**config.mk**
```make
export PLATFORM = sky130hd
export DESIGN_NAME = ps2_mouse_packet_cursor_tracker_top_flat
export DESIGN_NICKNAME = d
export VERILOG_FILES = /design/src/ps2mct_pkg.sv /design/src/ps2mct_ifs.sv /design/src/ps2_mouse_packet_cursor_tracker_top.sv /design/src/flat_wrapper.sv
export SDC_FILE = /design/constraint.sdc
export NUM_CORES = 1
export LEC_CHECK = 0
export BUFFER_PORTS_ARGS = -buffer_cell sky130_fd_sc_hd__buf_2
export CAP_MARGIN = 20
export CORE_MARGIN = 2
export CORE_UTILIZATION = 25
export DETAILED_ROUTE_END_ITERATION = 8
export SYNTH_ARGS = -nofsm -noshare
export SYNTH_HDL_FRONTEND = slang
export SYNTH_SLANG_ARGS = --single-unit
```
**constraint.sdc**
```tcl
create_clock -name clk -period 6.5 [get_ports clk]
set_clock_uncertainty 0.1 [all_clocks]
set_input_delay 0.325 -clock clk [delete_from_list [all_inputs] [get_ports clk]]
set_output_delay 0.325 -clock clk [all_outputs]
set_load 0.01 [all_outputs]
```
**src/ps2mct_pkg.sv**
```systemverilog
// ----------------------------------------------------------------------------
// PS/2 mouse cursor tracker package
// Shared widths, register indexes, reset values and packet byte masks.
// ----------------------------------------------------------------------------
`default_nettype none

package ps2mct_pkg;

  // Default coordinate width of the cursor position
  localparam int unsigned COORD_BITS_DEF = 12;

  // Configuration port
  localparam int unsigned CFG_DATA_W = 13;
  localparam int unsigned CFG_IDX_W  = 2;

  localparam logic [CFG_IDX_W-1:0] CFG_SCREEN_WIDTH  = 2'd0;
  localparam logic [CFG_IDX_W-1:0] CFG_SCREEN_HEIGHT = 2'd1;
  localparam logic [CFG_IDX_W-1:0] CFG_WHEEL_MODE    = 2'd2;

  localparam logic [CFG_DATA_W-1:0] SCREEN_WIDTH_RST  = 13'd1024;
  localparam logic [CFG_DATA_W-1:0] SCREEN_HEIGHT_RST = 13'd768;
  localparam logic                  WHEEL_MODE_RST    = 1'b0;

  // Byte positions within a packet
  localparam logic [1:0] BYTE_STATUS = 2'd0;
  localparam logic [1:0] BYTE_DY     = 2'd2;
  localparam logic [1:0] BYTE_WHEEL  = 2'd3;

  // First byte of a packet: sync bit, overflow bits, sign bits, buttons
  localparam logic [7:0] SYNC_MASK     = 8'h08;
  localparam logic [7:0] OVERFLOW_MASK = 8'hC0;
  localparam int unsigned X_SIGN_BIT   = 4;
  localparam int unsigned Y_SIGN_BIT   = 5;
  localparam int unsigned LEFT_BIT     = 0;
  localparam int unsigned RIGHT_BIT    = 1;
  localparam int unsigned MIDDLE_BIT   = 2;

endpackage : ps2mct_pkg

`default_nettype wire

```
**src/ps2mct_ifs.sv**
```systemverilog
// ----------------------------------------------------------------------------
// PS/2 mouse cursor tracker channel interfaces
// Received byte channel and cursor result channel, valid/ready handshake.
// ----------------------------------------------------------------------------
`default_nettype none

interface ps2mct_rx_if;
  logic       valid;
  logic       ready;
  logic [7:0] rx_byte;

  modport source (output valid, output rx_byte, input ready);
  modport sink   (input valid, input rx_byte, output ready);
endinterface : ps2mct_rx_if

interface ps2mct_pos_if #(
  parameter int unsigned COORD_BITS = ps2mct_pkg::COORD_BITS_DEF
);
  logic                  valid;
  logic                  ready;
  logic [COORD_BITS-1:0] cursor_x;
  logic [COORD_BITS-1:0] cursor_y;
  logic                  left_button;
  logic                  right_button;
  logic                  middle_button;
  logic signed [7:0]     wheel_delta;

  modport source (output valid, output cursor_x, output cursor_y, output left_button,
                  output right_button, output middle_button, output wheel_delta,
                  input ready);
  modport sink   (input valid, input cursor_x, input cursor_y, input left_button,
                  input right_button, input middle_button, input wheel_delta,
                  output ready);
endinterface : ps2mct_pos_if

`default_nettype wire

```
**src/ps2_mouse_packet_cursor_tracker_top.sv**
```systemverilog
// ----------------------------------------------------------------------------
// PS/2 mouse packet cursor tracker
// Frames received mouse bytes into 3- or 4-byte packets, decodes the deltas
// and buttons, and tracks a cursor clamped to the configured screen.
// ----------------------------------------------------------------------------
//
//  Channel  Dir  Transaction   Payload
//  rx       in   one byte      rx_byte
//  res      out  one packet    cursor_x, cursor_y, buttons, wheel_delta
//  cfg      in   reg write     cfg_we, cfg_index, cfg_wdata
//
//  One byte is accepted per cycle unless rx is stalled; a completing byte is
//  decoded, moved and clamped in the same cycle and its result is registered
//  in the output register. The output register is the only buffer: rx
//  stalls only while a result is held and res.ready is low. Synchronous reset
//  clears the framing position, the cursor, the centred flag and the
//  registers to their defaults; no clearing pass is needed.
//
`default_nettype none

module ps2_mouse_packet_cursor_tracker_top #(
  parameter int unsigned COORD_BITS = ps2mct_pkg::COORD_BITS_DEF
) (
  input  wire logic                                clk,
  input  wire logic                                rst,
  input  wire logic                                cfg_we,
  input  wire logic [ps2mct_pkg::CFG_IDX_W-1:0]    cfg_index,
  input  wire logic [ps2mct_pkg::CFG_DATA_W-1:0]   cfg_wdata,
  ps2mct_rx_if.sink                                rx,
  ps2mct_pos_if.source                             res
);

  localparam int unsigned RegW = ps2mct_pkg::CFG_DATA_W;
  localparam int unsigned CmpW = (COORD_BITS + 1 > RegW) ? COORD_BITS + 1 : RegW;
  localparam int unsigned SumW = COORD_BITS + 3;

  // Configuration registers
  logic [RegW-1:0] screen_width;
  logic [RegW-1:0] screen_height;
  logic            wheel_mode;

  // Framing and cursor state
  logic [1:0]            byte_position;
  logic [1:0]            byte_position_next;
  logic [7:0]            packet_bytes [3];
  logic [COORD_BITS-1:0] pos_x;
  logic [COORD_BITS-1:0] pos_y;
  logic                  centred;

  // Result register
  logic                  out_valid;
  logic [COORD_BITS-1:0] out_x;
  logic [COORD_BITS-1:0] out_y;
  logic [2:0]            out_buttons;
  logic signed [7:0]     out_wheel;

  logic       accept;
  logic       drop;
  logic       last_byte;
  logic       complete;
  logic [7:0] b;
  logic [7:0] b0;
  logic [7:0] b2;

  logic [COORD_BITS:0]       eff_w;
  logic [COORD_BITS:0]       eff_h;
  logic signed [8:0]         dx;
  logic signed [8:0]         dy;
  logic signed [7:0]         dz;
  logic signed [SumW-1:0]    base_x;
  logic signed [SumW-1:0]    base_y;
  logic signed [SumW-1:0]    sum_x;
  logic signed [SumW-1:0]    sum_y;
  logic signed [SumW-1:0]    max_x;
  logic signed [SumW-1:0]    max_y;
  logic [COORD_BITS-1:0]     new_x;
  logic [COORD_BITS-1:0]     new_y;

  // Map a size register onto 1 .. 2^COORD_BITS
  function automatic logic [COORD_BITS:0] eff_size(input logic [RegW-1:0] r);
    logic [CmpW-1:0] ext;
    logic [CmpW-1:0] lim;
    ext = CmpW'(r);
    lim = CmpW'(1) << COORD_BITS;
    if (ext == '0) begin
      return (COORD_BITS + 1)'(1);
    end else if (ext > lim) begin
      return (COORD_BITS + 1)'(lim);
    end else begin
      return (COORD_BITS + 1)'(ext);
    end
  endfunction

  // Handshake: the output register can take a new result when empty or draining
  assign rx.ready = !out_valid || res.ready;
  assign accept   = rx.valid && rx.ready;
  assign b        = rx.rx_byte;

  // Framing: drop status bytes without the sync bit or with an overflow bit, detect the closing byte
  always_comb begin
    drop = (byte_position == ps2mct_pkg::BYTE_STATUS) &&
           (((b & ps2mct_pkg::SYNC_MASK) == 8'h00) ||
            ((b & ps2mct_pkg::OVERFLOW_MASK) != 8'h00));
    last_byte = (byte_position == ps2mct_pkg::BYTE_WHEEL) ||
                ((byte_position == ps2mct_pkg::BYTE_DY) && !wheel_mode);
    complete  = accept && !drop && last_byte;
    if (accept && !drop) begin
      byte_position_next = last_byte ? ps2mct_pkg::BYTE_STATUS : byte_position + 2'd1;
    end else begin
      byte_position_next = byte_position;
    end
  end

  // Decode deltas; the Y byte bypasses the store when it closes the packet
  always_comb begin
    b0 = packet_bytes[0];
    b2 = (byte_position == ps2mct_pkg::BYTE_DY) ? b : packet_bytes[2];
    dx = {b0[ps2mct_pkg::X_SIGN_BIT], packet_bytes[1]};
    dy = {b0[ps2mct_pkg::Y_SIGN_BIT], b2};
    dz = (wheel_mode && (byte_position == ps2mct_pkg::BYTE_WHEEL)) ? b : 8'sd0;
  end

  // Move and clamp the cursor
  always_comb begin
    eff_w  = eff_size(screen_width);
    eff_h  = eff_size(screen_height);
    base_x = centred ? SumW'(pos_x) : SumW'(eff_w >> 1);
    base_y = centred ? SumW'(pos_y) : SumW'(eff_h >> 1);
    max_x  = SumW'(eff_w) - SumW'(1);
    max_y  = SumW'(eff_h) - SumW'(1);
    sum_x  = base_x + SumW'(dx);
    sum_y  = base_y - SumW'(dy);

    if (sum_x < 0) begin
      new_x = '0;
    end else if (sum_x > max_x) begin
      new_x = max_x[COORD_BITS-1:0];
    end else begin
      new_x = sum_x[COORD_BITS-1:0];
    end

    if (sum_y < 0) begin
      new_y = '0;
    end else if (sum_y > max_y) begin
      new_y = max_y[COORD_BITS-1:0];
    end else begin
      new_y = sum_y[COORD_BITS-1:0];
    end
  end

  // Configuration writes
  always_ff @(posedge clk) begin
    if (rst) begin
      screen_width  <= ps2mct_pkg::SCREEN_WIDTH_RST;
      screen_height <= ps2mct_pkg::SCREEN_HEIGHT_RST;
      wheel_mode    <= ps2mct_pkg::WHEEL_MODE_RST;
    end else if (cfg_we) begin
      case (cfg_index)
        ps2mct_pkg::CFG_SCREEN_WIDTH:  screen_width  <= cfg_wdata;
        ps2mct_pkg::CFG_SCREEN_HEIGHT: screen_height <= cfg_wdata;
        ps2mct_pkg::CFG_WHEEL_MODE:    wheel_mode    <= cfg_wdata[0];
        default: ;
      endcase
    end
  end

  // Hold packet bytes as they arrive
  always_ff @(posedge clk) begin
    if (accept && !drop && (byte_position != ps2mct_pkg::BYTE_WHEEL)) begin
      packet_bytes[byte_position] <= b;
    end
  end

  // Advance framing and cursor state
  always_ff @(posedge clk) begin
    if (rst) begin
      byte_position <= ps2mct_pkg::BYTE_STATUS;
      pos_x         <= '0;
      pos_y         <= '0;
      centred       <= 1'b0;
    end else begin
      byte_position <= byte_position_next;
      if (complete) begin
        pos_x   <= new_x;
        pos_y   <= new_y;
        centred <= 1'b1;
      end
    end
  end

  // Result register: load on a closing byte, clear once the transaction is taken
  always_ff @(posedge clk) begin
    if (rst) begin
      out_valid <= 1'b0;
    end else if (complete) begin
      out_valid <= 1'b1;
    end else if (res.ready) begin
      out_valid <= 1'b0;
    end
  end

  always_ff @(posedge clk) begin
    if (complete) begin
      out_x       <= new_x;
      out_y       <= new_y;
      out_buttons <= {b0[ps2mct_pkg::MIDDLE_BIT], b0[ps2mct_pkg::RIGHT_BIT],
                      b0[ps2mct_pkg::LEFT_BIT]};
      out_wheel   <= dz;
    end
  end

  assign res.valid         = out_valid;
  assign res.cursor_x      = out_x;
  assign res.cursor_y      = out_y;
  assign res.left_button   = out_buttons[0];
  assign res.right_button  = out_buttons[1];
  assign res.middle_button = out_buttons[2];
  assign res.wheel_delta   = out_wheel;

endmodule : ps2_mouse_packet_cursor_tracker_top

`default_nettype wire
```
**src/flat_wrapper.sv**
```systemverilog
// flat-port wrapper written by rule: the top's interface ports become plain ports
module ps2_mouse_packet_cursor_tracker_top_flat 
#(
  parameter int unsigned COORD_BITS = ps2mct_pkg::COORD_BITS_DEF
)
  (clk, rst, cfg_we, cfg_index, cfg_wdata, rx_valid, rx_rx_byte, rx_ready, res_valid, res_cursor_x, res_cursor_y, res_left_button, res_right_button, res_middle_button, res_wheel_delta, res_ready);
  ps2mct_rx_if rx_i ();
  ps2mct_pos_if #(.COORD_BITS(COORD_BITS)) res_i ();
  input  wire logic clk;
  input  wire logic rst;
  input  wire logic cfg_we;
  input  wire logic [ps2mct_pkg::CFG_IDX_W-1:0] cfg_index;
  input  wire logic [ps2mct_pkg::CFG_DATA_W-1:0] cfg_wdata;
  input wire logic [$bits(rx_i.valid)-1:0] rx_valid;
  input wire logic [$bits(rx_i.rx_byte)-1:0] rx_rx_byte;
  output wire logic [$bits(rx_i.ready)-1:0] rx_ready;
  output wire logic [$bits(res_i.valid)-1:0] res_valid;
  output wire logic [$bits(res_i.cursor_x)-1:0] res_cursor_x;
  output wire logic [$bits(res_i.cursor_y)-1:0] res_cursor_y;
  output wire logic [$bits(res_i.left_button)-1:0] res_left_button;
  output wire logic [$bits(res_i.right_button)-1:0] res_right_button;
  output wire logic [$bits(res_i.middle_button)-1:0] res_middle_button;
  output wire logic [$bits(res_i.wheel_delta)-1:0] res_wheel_delta;
  input wire logic [$bits(res_i.ready)-1:0] res_ready;
  assign rx_i.valid = rx_valid;
  assign rx_i.rx_byte = rx_rx_byte;
  assign rx_ready = rx_i.ready;
  assign res_valid = res_i.valid;
  assign res_cursor_x = res_i.cursor_x;
  assign res_cursor_y = res_i.cursor_y;
  assign res_left_button = res_i.left_button;
  assign res_right_button = res_i.right_button;
  assign res_middle_button = res_i.middle_button;
  assign res_wheel_delta = res_i.wheel_delta;
  assign res_i.ready = res_ready;
  ps2_mouse_packet_cursor_tracker_top #(.COORD_BITS(COORD_BITS)) u_core (.clk(clk), .rst(rst), .cfg_we(cfg_we), .cfg_index(cfg_index), .cfg_wdata(cfg_wdata), .rx(rx_i), .res(res_i));
endmodule
```
==> run summary <==
TritonCTS built the clock tree. The top cell type's share of synthesized area came out at 24.3%. During synthesis, Yosys emitted a total of 0 warnings. The floorplan step defined a die boundary enclosing 0.0290 sq mm. After synthesis, the cell types taking the most area are edfxtp_1, dfxtp_1, ha_1.

Setup repair after global routing left no endpoint under its margin. For this run, the share of the core covered by cells in the final layout is 29.3%. The first global-routing pass estimated 28.1 mm of wire.

Mean area per synthesized cell: 8.95 sq um. By count the netlist is led by nand2_1, nor2_1, ha_1. After clock tree synthesis, the clock-pin slew on the worst setup and hold paths is 0.07 ns. Data on the critical path arrives at its endpoint at 5.85 ns. The logs give 9 for the number of buffers created by CTS and 0.00692 sq mm for the post-synthesis cell area. The combined buffer and inverter count along the critical path works out to 1. Setup slack on the worst reg-to-reg path comes out at 0.67 ns. The synthesized design contains 111 register bits.

In this run the clock root is driven by a clkbuf_16. For the pin with the worst max-slew slack, the measured transition is 0.698 ns. The maximum fanout count along the critical path was 7. The analysis attributes to cell leakage a power of 3.22 nW. The number of gates resized after CTS was 0. The routed layout has 5603 vias. Walking the worst path, the cells encountered are or4_4 > nor4_1 > and2_1 > nand2b_1 > nand2_1 > o21ai_0 > ha_1 > a21oi_1 > nand2_1 > o21ai_0 > o211a_1 > nand2b_1 > a21oi_1 > xnor2_1 > inv_1 > ha_1 > and4_2 > and2_2 > nand3b_1 > mux2i_1 > o22ai_2 > mux2_2 > nor2b_1.

Relative to the synthesized area, the layout overhead comes to 14.7%. For this run, the total global-route usage over all layers was measured as 12.5%. The run gives 324 as the first-iteration detailed-routing DRC count. The tools report the achievable frequency as 171 MHz. Following the worst setup path forward leads to its endpoint at u_core.res.cursor_y[0]. Sort of element at the end of the critical path: a flop. The clock passes through at most 2 buffers. The tools report the I/O pin count as 65. In this run the critical register-to-register path is launched from u_core.screen_height[5].

For this run, design rule violations remaining after detail routing come to 0. The final critical delay including setup and external delays works out to 5.83 ns. Counting flops with an async set or reset pin after synthesis yields a share of 0%.

The cell family with the largest share of critical-path delay is simple AND/OR/NAND/NOR gates. The run gives 18.1 mm as the final wirelength. The clock drives 111 sinks.

The logs give 774 for the cell count after synthesis and 38 for the largest net degree at the start of global routing. The net count of the finished layout is 923. The tools report the startpoint type of the worst setup path as a flop. The path class of the tightest hold or removal check is input pin to flop. Of the available clock period, the critical path in the final layout requires 89.7%. After detailed routing, the average wire length per cell comes to 15.0 microns. At the end of routability-driven placement, the weighted congestion stood at 0.866.

In this run the core area contains 60 standard-cell rows. The final antenna-violating net count is 0. The number of port buffers is 64.

The count of hold buffers inserted by post-cts repair came out at 0. The tools report the worst max-slew margin expressed relative to the limit as 53.5%. Setup violations remaining at the end of the flow were counted as 0. Synthesis instantiated 64 different standard cells from the library. In the routed layout, each cell is associated on average with a via count of 4.63. The floorplan step defined a core boundary enclosing 0.0271 sq mm.

Across the VDD grid, the largest voltage drop is 0.133 mV. In this design, the stage delay of the slowest critical-path cell is 0.59 ns. Measured along the x axis, the die boundary spans 170 microns.

The share of final-layout standard cells stronger than drive strength 1 came out at 13.3%. Clock latency on the worst-skew pair, taken at its later pin, is 0.36 ns. The critical path is of the flop to flop type. The power density relative to cell area was 209 mW/mm^2; the leftover overflow at the end of global routing was 0.

The critical path runs through a total of 23 cells. The synthesized design contains 56 enable-type register cells. For the required time of the critical path, the log shows 6.51 ns. The number of max-cap violations is 0, and the number of buffers inserted to repair setup after CTS is 0.

In this run the worst setup path begins at u_core.screen_height[5]. The logs give 5320 for the number of global-route vias before repair and 14.2 mm for the sum of net half-perimeters after detailed placement. The share of the Yosys chip area taken by registers is 40.2%. The run finished with clean final reports.

For the final sum of negative setup slack, the log shows 0 ns. The most instantiated library cell after synthesis is nand2_1. The clock tree synthesis step divided the H-tree into 3 levels. The run gives 0 as the number of max-slew violations in the final report. The endpoint of the worst register-to-register path was u_core.res.cursor_y[0].

For this run, the leading register cell type out of synthesis is edfxtp_1. Among all stages on the critical path, the largest delay is contributed by or4_4. The pre-antenna-repair detailed-routing pass consisted of 4 iterations. For the initial antenna violation count, the log shows 3. The final hold violation count came out at 0.

Of all cell types, the one taking the most synthesized area is edfxtp_1. The floorplan step set the die height to 170 microns. The tools report the starting density of the core as 25.5%.

For the worst flop-to-flop path, the logic depth is 23.
[cell usage in the layout (no fill, tap or decap), drive strengths merged, types with 2 or more instances in the layout]
master    n
a21boi    5
a21o      3
nand3b    6
dfxtp    55
mux2i    31
xor2      6
diode     2
nand3    13
or3       8
a21oi    49
or4       3
nand4     7
nor2     67
edfxtp   56
ha       61
and3     13
a211oi    5
a31oi     2
clkbuf    9
buf      75
mux2      7
o31ai     3
inv      49
nand2b    4
nor4      4
fa        2
xnor2    21
nor2b     9
o31a      2
o22ai     3
nor3     26
clkinv    3
and2      6
conb      2
o21a      8
nor3b     2
a22o     12
nand2   122
o21ai    61
o211ai    4
[final cells by class]
| type | count | area (sq um) |
|---|---|---|
| fill | 2896 | 19200 |
| multi-input combinational | 590 | 3820 |
| sequential | 111 | 2780 |
| tap | 372 | 465 |
| timing repair buffer | 75 | 415 |
| clock buffer | 9 | 225 |
| inverter | 45 | 169 |
| clock inverter | 7 | 55.1 |
| antenna | 2 | 5.00 |
[through the flow]
| stage | hold slack (ns) | total power, mW | area [sq um] | instances | setup slack (ns) |
|---|---|---|---|---|---|
| 2_1_floorplan | 0.300 | 1.04 | 6930 | 775 | 1.06 |
| 5_1_grt | 0.103 | 1.75 | 7940 | 1210 | 0.293 |
| 3_3_place_gp | 0.310 | 1.13 | 7650 | 1193 | 0.882 |
| 4_1_cts | 0.0965 | 1.68 | 7940 | 1209 | 0.705 |
| 3_5_place_dp | 0.305 | 1.14 | 7650 | 1193 | 0.731 |
| 6_report | 0.109 | 1.66 | 7940 | 1211 | 0.667 |
[worst min path at each step]
stage,slack (ns),startpoint,cells after the start,endpoint
after floorplan,0.30,u_core.packet_bytes[0][0],0,u_core.out_buttons[0]
after CTS,0.1,cfg_wdata[10],3,u_core.screen_width[10]
after global routing,0.10,cfg_wdata[9],3,u_core.screen_height[9]
after global placement,0.31,u_core.packet_bytes[0][1],0,u_core.out_buttons[1]
final,0.11,cfg_wdata[8],3,u_core.screen_height[8]
after detailed placement,0.30,u_core.packet_bytes[0][2],0,u_core.out_buttons[2]
[power breakdown]
group | switching (mW) | internal, mW | total (mW)
Sequential | 0.0128 | 0.750 | 0.763
Combinational | 0.208 | 0.152 | 0.360
Clock | 0.273 | 0.266 | 0.539
Total | 0.493 | 1.17 | 1.66
[routing by layer]
metal	track usage, %	vias to the layer above	wire [microns]
met5	0	-	11
met4	3.49	2	230
met3	3.05	18	856
met2	21.3	105	8750
met1	15.7	2629	8260
li1	-	2849	-
[registers in the layout, indices dropped and copies added, names as in the netlist, 2 cells and up]
signal and flops:
u_core.byte_position 2, u_core.pos_x 12, u_core.out_buttons 3, u_core.pos_y 12, u_core.screen_width 13, u_core.packet_bytes 21
u_core.res.wheel_delta 8, u_core.res.cursor_x 12, u_core.screen_height 13, u_core.res.cursor_y 12
[cell families (layout without fill, tap and decap cells)]
logic type | after synthesis | after routing | synth area share, %
DFF | 111 | 111 | 40.2
xor gates and xnor gates | 27 | 27 | 3.42
AOI/OAI and AO/OA | 165 | 165 | 14.6
adders and majority gates | 63 | 63 | 11.6
and+or+nand+nor | 295 | 295 | 19.7
other | 1 | 4 | 0.0542
buffers and inverters | 74 | 136 | 4.66
muxes | 38 | 38 | 5.73
[worst reg2reg max path, cell delays in order (launching register included)]
cell and delay [ns]:
dfxtp_1 0.38, or4_4 0.59, nor4_1 0.36, and2_1 0.23, nand2b_1 0.13, nand2_1 0.05, o21ai_0 0.16, ha_1 0.30
a21oi_1 0.20, nand2_1 0.06, o21ai_0 0.35, o211a_1 0.31, nand2b_1 0.08, a21oi_1 0.18, xnor2_1 0.16, inv_1 0.06
ha_1 0.30, and4_2 0.22, and2_2 0.21, nand3b_1 0.09, mux2i_1 0.09, o22ai_2 0.43, mux2_2 0.41, nor2b_1 0.13
Power figures use the tool's default switching activity.
